### config.mk
export PLATFORM = sky130hd
export DESIGN_NAME = pph_cell
export DESIGN_NICKNAME = d
export VERILOG_FILES = /design/src/rtl/pph_pkg.sv /design/src/rtl/pph_cell.sv
export SDC_FILE = /design/constraint.sdc
export NUM_CORES = 1
export LEC_CHECK = 0
export ABC_AREA = 1
export BUFFER_PORTS_ARGS = -buffer_cell sky130_fd_sc_hd__buf_2
export CORE_UTILIZATION = 51
export CTS_CLUSTER_SIZE = 10
export DETAILED_ROUTE_END_ITERATION = 10
export GPL_TIMING_DRIVEN = 0
export PLACE_DENSITY_LB_ADDON = 0.1
export RECOVER_POWER = 50
export SLEW_MARGIN = 20
export SYNTH_ARGS = -nofsm -noshare
export SYNTH_HDL_FRONTEND = slang
export SYNTH_SLANG_ARGS = --single-unit
### constraint.sdc
create_clock -name clk -period 3.26 [get_ports clk]
set_input_delay 0.163 -clock clk [delete_from_list [all_inputs] [get_ports clk]]
set_output_delay 0.163 -clock clk [all_outputs]
set_load 0.005 [all_outputs]
### src/rtl/pph_pkg.sv
package pph_pkg;

  localparam int unsigned STAMP_BITS  = 32;
  localparam int unsigned INDEX_BITS  = 7;
  localparam int unsigned LIMIT_BITS  = 14;
  localparam int unsigned TARGET_BITS = 10;
  localparam int unsigned OUT_COUNT_BITS = 10;
  localparam int unsigned CFG_DATA_BITS = 14;

  localparam logic [LIMIT_BITS-1:0]  LOWER_LIMIT_RESET   = 14'd950;
  localparam logic [TARGET_BITS-1:0] PERIOD_TARGET_RESET = 10'd1000;

  typedef enum logic [1:0] {
    KIND_CAPTURE = 2'd0,
    KIND_READ    = 2'd1,
    KIND_START   = 2'd2
  } kind_t;

  typedef enum logic {
    REG_LOWER_LIMIT   = 1'b0,
    REG_PERIOD_TARGET = 1'b1
  } reg_index_t;

  // what a transaction asks of the bin cells
  typedef struct packed {
    logic inc;
    logic rd;
  } cmd_t;

  // result fields that ride along the chain unchanged
  typedef struct packed {
    logic [STAMP_BITS-1:0] period;
    logic                  in_window;
    logic                  run_done;
  } res_t;

endpackage

### src/rtl/pph_cell.sv
module pph_cell import pph_pkg::*; #(
  parameter int unsigned BIN_W      = 7,
  parameter int unsigned COUNT_BITS = 10,
  parameter int unsigned CELL_ID    = 0
) (
  input  logic                  clk,
  input  logic                  rst_n,
  input  logic                  advance,
  input  logic                  prev_valid,
  input  cmd_t                  prev_cmd,
  input  logic [BIN_W-1:0]      prev_bin,
  input  logic [COUNT_BITS-1:0] prev_count,
  input  res_t                  prev_res,
  output logic                  next_valid,
  output cmd_t                  next_cmd,
  output logic [BIN_W-1:0]      next_bin,
  output logic [COUNT_BITS-1:0] next_count,
  output res_t                  next_res
);

  localparam logic [BIN_W-1:0]      MY_BIN    = BIN_W'(CELL_ID);
  localparam logic [COUNT_BITS-1:0] COUNT_MAX = {COUNT_BITS{1'b1}};

  logic [COUNT_BITS-1:0] count_r, count_nxt;
  logic                  valid_r;
  cmd_t                  cmd_r;
  logic [BIN_W-1:0]      bin_r;
  logic [COUNT_BITS-1:0] carry_r, carry_nxt;
  res_t                  res_r;
  logic                  hit;

  assign hit = prev_valid && (prev_bin == MY_BIN);

  always_comb begin
    count_nxt = count_r;
    carry_nxt = prev_count;
    if (hit && prev_cmd.inc && (count_r != COUNT_MAX)) begin
      count_nxt = count_r + 1'b1;
    end
    if (hit && prev_cmd.rd) begin
      carry_nxt = count_r;
      count_nxt = '0;
    end
  end

  always_ff @(posedge clk) begin
    if (!rst_n) begin
      count_r <= '0;
      valid_r <= 1'b0;
    end else if (advance) begin
      count_r <= count_nxt;
      valid_r <= prev_valid;
    end
  end

  always_ff @(posedge clk) begin
    if (advance) begin
      cmd_r   <= prev_cmd;
      bin_r   <= prev_bin;
      carry_r <= carry_nxt;
      res_r   <= prev_res;
    end
  end

  assign next_valid = valid_r;
  assign next_cmd   = cmd_r;
  assign next_bin   = bin_r;
  assign next_count = carry_r;
  assign next_res   = res_r;

endmodule

Yosys cells after proc, flatten, opt, wreduce, memory -nomap -nowiden. Cells that the tools add are included.

Register bits: 64. Input port bits: 57. Output and inout port bits: 54. Word-level logic and storage cells: 21.

$add $sub $neg: 1. Eq/ne operators: 1. Multiplexer cells: 3. Reduce and logical (&&, ||, !) cells: 7.

Operator list (count): 2-to-1 mux 10 bit (3); adder 10 x 1 -> 10 bit, second input constant (1); != test 10 bit, second input constant (1); logical NOT 7 bit (1); logical AND 1 bit (4); AND reduction 2 bit (1); nonzero test 2 bit (1).

Longest topological paths before layout.
Depth after elaboration: 6. Gate-level depth with buffers: 10. Mapped depth without buffers: 10.

Worst setup path before layout. Ideal clock, no wire load.

Path kind: register to register. From: register count_r[1]. To: register count_r[2]. Library setup time: 0.113 ns. Arrival: 1.272 ns. Required time: 3.147 ns. Path slack: 1.875 ns. Cell stages (with the launch flop): 10. Buffers on the path: 1. Clock period less this slack: 1.385 ns. Path through: dfxtp_1 > ha_1 > nand2_1 > clkinv_1 > nand4_2 > nand2_2 > nand2_4 > buf_12 > a21oi_2 > nor2_1.

Word-level cells in the longest chain between the ends: 4. Elaborated cells on any way between the ends: 7. Classes of those cells: 1 x add/sub; 1 x eq/ne; 2 x mux; 3 x reduce/logical.

RTL lines: start, declared (line pph_cell.sv:24) `logic [COUNT_BITS-1:0] count_r, count_nxt;`; start signal, assigned (line pph_cell.sv:51) `count_r <= count_nxt;`; parallel branches: the longest is 4 deep, another holds adder 10 x 1 -> 10 bit.

Parallel ways; which one is timed is not known. The select of a mux whose other input is x is not followed. A chain may end at the register's enable or synchronous reset.

Final worst setup path.
From: register count_r[1]. To: register count_r[0].

Word-level cells in the longest chain between the ends: 4.

RTL lines: != test 10 bit (line pph_cell.sv:37) `if (hit && prev_cmd.inc && (count_r != COUNT_MAX)) begin`; logical AND 1 bit (line pph_cell.sv:37); nonzero test 2 bit (no source line); AND reduction 2 bit (no source line).

Every way passes these cells.

==> impl_results.rst <==
.. list-table::
   :header-rows: 1

   * - Metric
     - Value
   * - Status
     - completed
   * - Max FO, Critical Path
     - 10
   * - Main combinational cell family by area after synthesis
     - simple AND/OR/NAND/NOR gates
   * - Synthesized-area fraction occupied by ao, oa, aoi and oai cells
     - 4.58%
   * - Later-pin clock latency in the skew report
     - 0.34 ns
   * - Number of warnings issued by yosys
     - 0
   * - Routed wire per std cell
     - 14.6 um
   * - Top achievable clock speed
     - 606 MHz
   * - Die area
     - 5430 um2
   * - # rows
     - 25
   * - Type of the worst min-delay path
     - in -> reg
   * - Placed wire-length estimate after detailed placement
     - 3.83 mm
   * - TritonRoute pass-1 iters
     - 4
   * - Global-route wire length before repair
     - 9.88 mm
   * - Net Count, Synth
     - 280
   * - Comb power frac
     - 9.2%
   * - Number of distinct library cell variants in the gate-level netlist after synthesis
     - 27
   * - Via count of the first global-routing pass
     - 2060
   * - DIE HEIGHT
     - 73.7 um
   * - Worst-case register-to-register setup slack
     - 1.61 ns
   * - Length in cells of the worst reg-to-reg path
     - 9
   * - Die Wd
     - 73.7 um
   * - Biggest area contributors in the synthesized netlist
     - sky130_fd_sc_hd__edfxtp_1 (61%), sky130_fd_sc_hd__dfxtp_1 (8.4%), sky130_fd_sc_hd__nand2_1 (7.7%)
   * - Via density
     - 4.81
   * - Number of max-slew violations in the final report
     - 0
   * - Internal power
     - 0.00138 W
   * - Num Clock Sinks
     - 64
   * - CTS tree
     - built
   * - Classification of the worst setup path
     - reg -> reg
   * - Share of the clock period used by the worst path
     - 50.6%
   * - Unrepaired setup endpoints after global routing
     - false
   * - Post-CTS Setup Repair Bufs
     - 0
   * - Power share of the sequential group
     - 53.3%
   * - Total count of hold-check failures in the final report
     - 0
   * - Post-synthesis sequential area ratio
     - 69.1%
   * - Cell count after placement
     - 399
   * - LEAKAGE
     - 1.62 nW
   * - Number of DRC violations after detailed-routing iteration 0
     - 163
   * - Total global routing track utilization
     - 25.7%
   * - Ports placed on the boundary
     - 111
   * - Layout Skew
     - 0.00728 ns
   * - Deepest clock path buffer count
     - 2
   * - Data arrival time of the critical path
     - 1.88 ns
   * - Standard cell core area
     - 4850 um2
   * - Post-synthesis share of cell area spent on xor and xnor gates
     - 0.668%
   * - Total number of nets in the final design
     - 434
   * - Cts-stage hold buffer count
     - 33
   * - Register bit count reported by yosys
     - 64
   * - Number of synthesized flops with an enable pin
     - 53
   * - Multiplexer area fraction after synthesis
     - 1.29%
   * - DR DRC count
     - 0
   * - Clock input transition at the sequential cells of the worst setup and hold paths
     - 0.07 ns
   * - Cell taking the most area after synthesis
     - sky130_fd_sc_hd__edfxtp_1
   * - Number of input and output port buffers inserted
     - 110
   * - Top cells by instance count after synthesis
     - sky130_fd_sc_hd__nand2_1 (54), sky130_fd_sc_hd__edfxtp_1 (53), sky130_fd_sc_hd__inv_1 (24)
   * - Switching power
     - 0.000411 W
   * - Cell Area, Synth
     - 2620 um2
   * - Number of antenna violations at the first check in global routing
     - 0
   * - RD Place Congestion
     - 0.821
   * - Synthesized-area fraction occupied by adder cells
     - 0.477%
   * - Critical path required time
     - 3.49 ns
   * - Cells after synthesis
     - 222
   * - Layout Area Growth over Synthesis
     - 43.7%
   * - Part of the total power dissipated in the clock network
     - 37.6%
   * - Number of resized instances in the post-cts repair step
     - 0
   * - Max H-tree Level
     - 3
   * - Fraction of synthesis flops using an asynchronous set or reset pin
     - 0%
   * - Number of maximum-capacitance violations
     - 0
   * - Number of failing setup endpoints in the final timing report
     - 0
   * - Crit-path slowest cell
     - sky130_fd_sc_hd__dfxtp_1
   * - Non-filler instance count after layout
     - 448
   * - Final core utilization
     - 77.7%
   * - Critical path launch point type
     - flop
   * - Syn avg cell area
     - 11.8 um2
   * - Root Buffer Master
     - sky130_fd_sc_hd__clkbuf_8
   * - First element of the critical path
     - count_r[1]
   * - Cts bufs inserted
     - 9
   * - Dominant register cell in the synthesized netlist
     - sky130_fd_sc_hd__edfxtp_1
   * - Overflow after GRT
     - 0
   * - Fraction of power spent switching nets
     - 22.9%
   * - Total chip power
     - 0.00179 W
   * - Largest net degree at the start of global routing
     - 55
   * - Critical path cell sequence
     - ha_1 > nand2_1 > clkinv_1 > nand4_2 > nand2_2 > nand2_4 > buf_12 > a21oi_2 > nor2_1
   * - Largest incremental delay on the critical path
     - 0.43 ns
   * - Total power density per cell area
     - 476 nW/um2
   * - Area share of and/or/nand/nor cells after synthesis
     - 18.3%
   * - Measured slew at the worst slew-check pin
     - 0.660 ns
   * - Worst slew margin relative to its limit
     - 56.0%
   * - Share of cells above drive strength 1
     - 36.7%
   * - Total inserted antenna cells
     - 0
   * - Drt total wl
     - 6.54 mm
   * - Worst reg2reg path endpoint
     - count_r[0]
   * - Launch instance of the worst register-to-register path
     - count_r[1]
   * - Most frequent cell after synthesis
     - sky130_fd_sc_hd__nand2_1
   * - Aggregate negative setup slack
     - 0 ns
   * - Peak VDD IR
     - 0.271 mV
   * - Initial cell density of the core
     - 54.1%
   * - Critical path capture point type
     - flop
   * - Fillcell total
     - 309
   * - Fraction of post-synthesis cell area in the top cell type by area
     - 60.7%
   * - Period minus WS final
     - 1.65 ns
   * - Routed Antenna Nets
     - 0
   * - Via count
     - 2157
   * - Capture point of the worst path
     - count_r[0]
[flip-flops by register name, summed over array words and instances (netlist names)]
signal and count:
count_r 10, next_res 34, next_bin 7, next_cmd 2, next_valid 1, next_count 10
[placed cells by master, fill, tap and decap left out, drive strengths merged, types with 2 or more instances in the layout]
cell type    count
a21oi           11
clkinvlp         2
o21ai           10
nand2           58
mux2             3
clkbuf          24
nor2            21
dlygate4sd3     33
buf            100
clkinv           4
edfxtp          53
nand4            3
xor2             2
nand3           18
inv             26
dfxtp           11
[power by group through the flow]
stage	clock, W	sequential [W]	combinational [W]
6_report	0.000675	0.000956	0.000164
5_1_grt	0.000718	0.000961	0.000181
4_1_cts	0.000676	0.000954	0.000163
3_5_place_dp	0	0.000971	0.000132
3_3_place_gp	0	0.000970	0.000129
2_1_floorplan	0	0.000982	0.0000213
[final cells by class]
| class | count | area [um2] | share of cell area (%) |
|---|---|---|---|
| Tap cell | 67 | 83.8 | 2.23 |
| Sequential cell | 64 | 1810 | 48.1 |
| Clock buffer | 9 | 124 | 3.29 |
| Inverter | 26 | 97.6 | 2.59 |
| Clock inverter | 7 | 71.3 | 1.89 |
| Timing Repair Buffer | 143 | 866 | 23.0 |
| Multi-Input combinational cell | 127 | 663 | 17.6 |
| Buffer | 5 | 50.0 | 1.33 |
[per-stage QoR]
stage | worst slack (ns) | instance area, um2 | hold WS, ns
2_1_floorplan | 1.88 | 2620 | 0.262
3_3_place_gp | 1.44 | 3260 | 0.340
3_5_place_dp | 1.38 | 3260 | 0.341
4_1_cts | 1.66 | 3780 | 0.0000933
5_1_grt | 1.52 | 3770 | 0.0407
6_report | 1.61 | 3770 | 0.0293
[critical path, delay by kind of cell (launching register included)]
| family | cells | cell delay, ns |
|---|---|---|
| adders and majority gates | 1 | 0.22 |
| AOI/OAI and AO/OA | 1 | 0.13 |
| DFF | 1 | 0.43 |
| and+or+nand+nor | 5 | 0.48 |
| buffers and inverters | 2 | 0.29 |
[kinds of logic after synthesis]
kind of cell,count (synthesis)
and+or+nand+nor,100
AOI/OAI and AO/OA,21
buffers and inverters,31
muxes,3
DFF,64
adders and majority gates,1
xor gates and xnor gates,2
[layer usage]
layer  GRT usage (%)  share of wire (%)
met1            31.6                 40
met5               0                  0
met4            11.5                3.0
met3            7.82                8.1
met2            41.9                 49
[worst min-delay path by stage]
stage	end	depth (start not counted)	startpoint	slack [ns]
after CTS	next_bin[6]	1	prev_bin[6]	0.00009
after detailed placement	next_res[16]	1	prev_res[16]	0.34
after global placement	next_res[32]	1	prev_res[32]	0.34
final	next_bin[6]	1	prev_bin[6]	0.03
after global routing	next_bin[6]	1	prev_bin[6]	0.04
after floorplan	next_bin[0]	0	prev_bin[0]	0.26
Power figures use the tool's default switching activity.
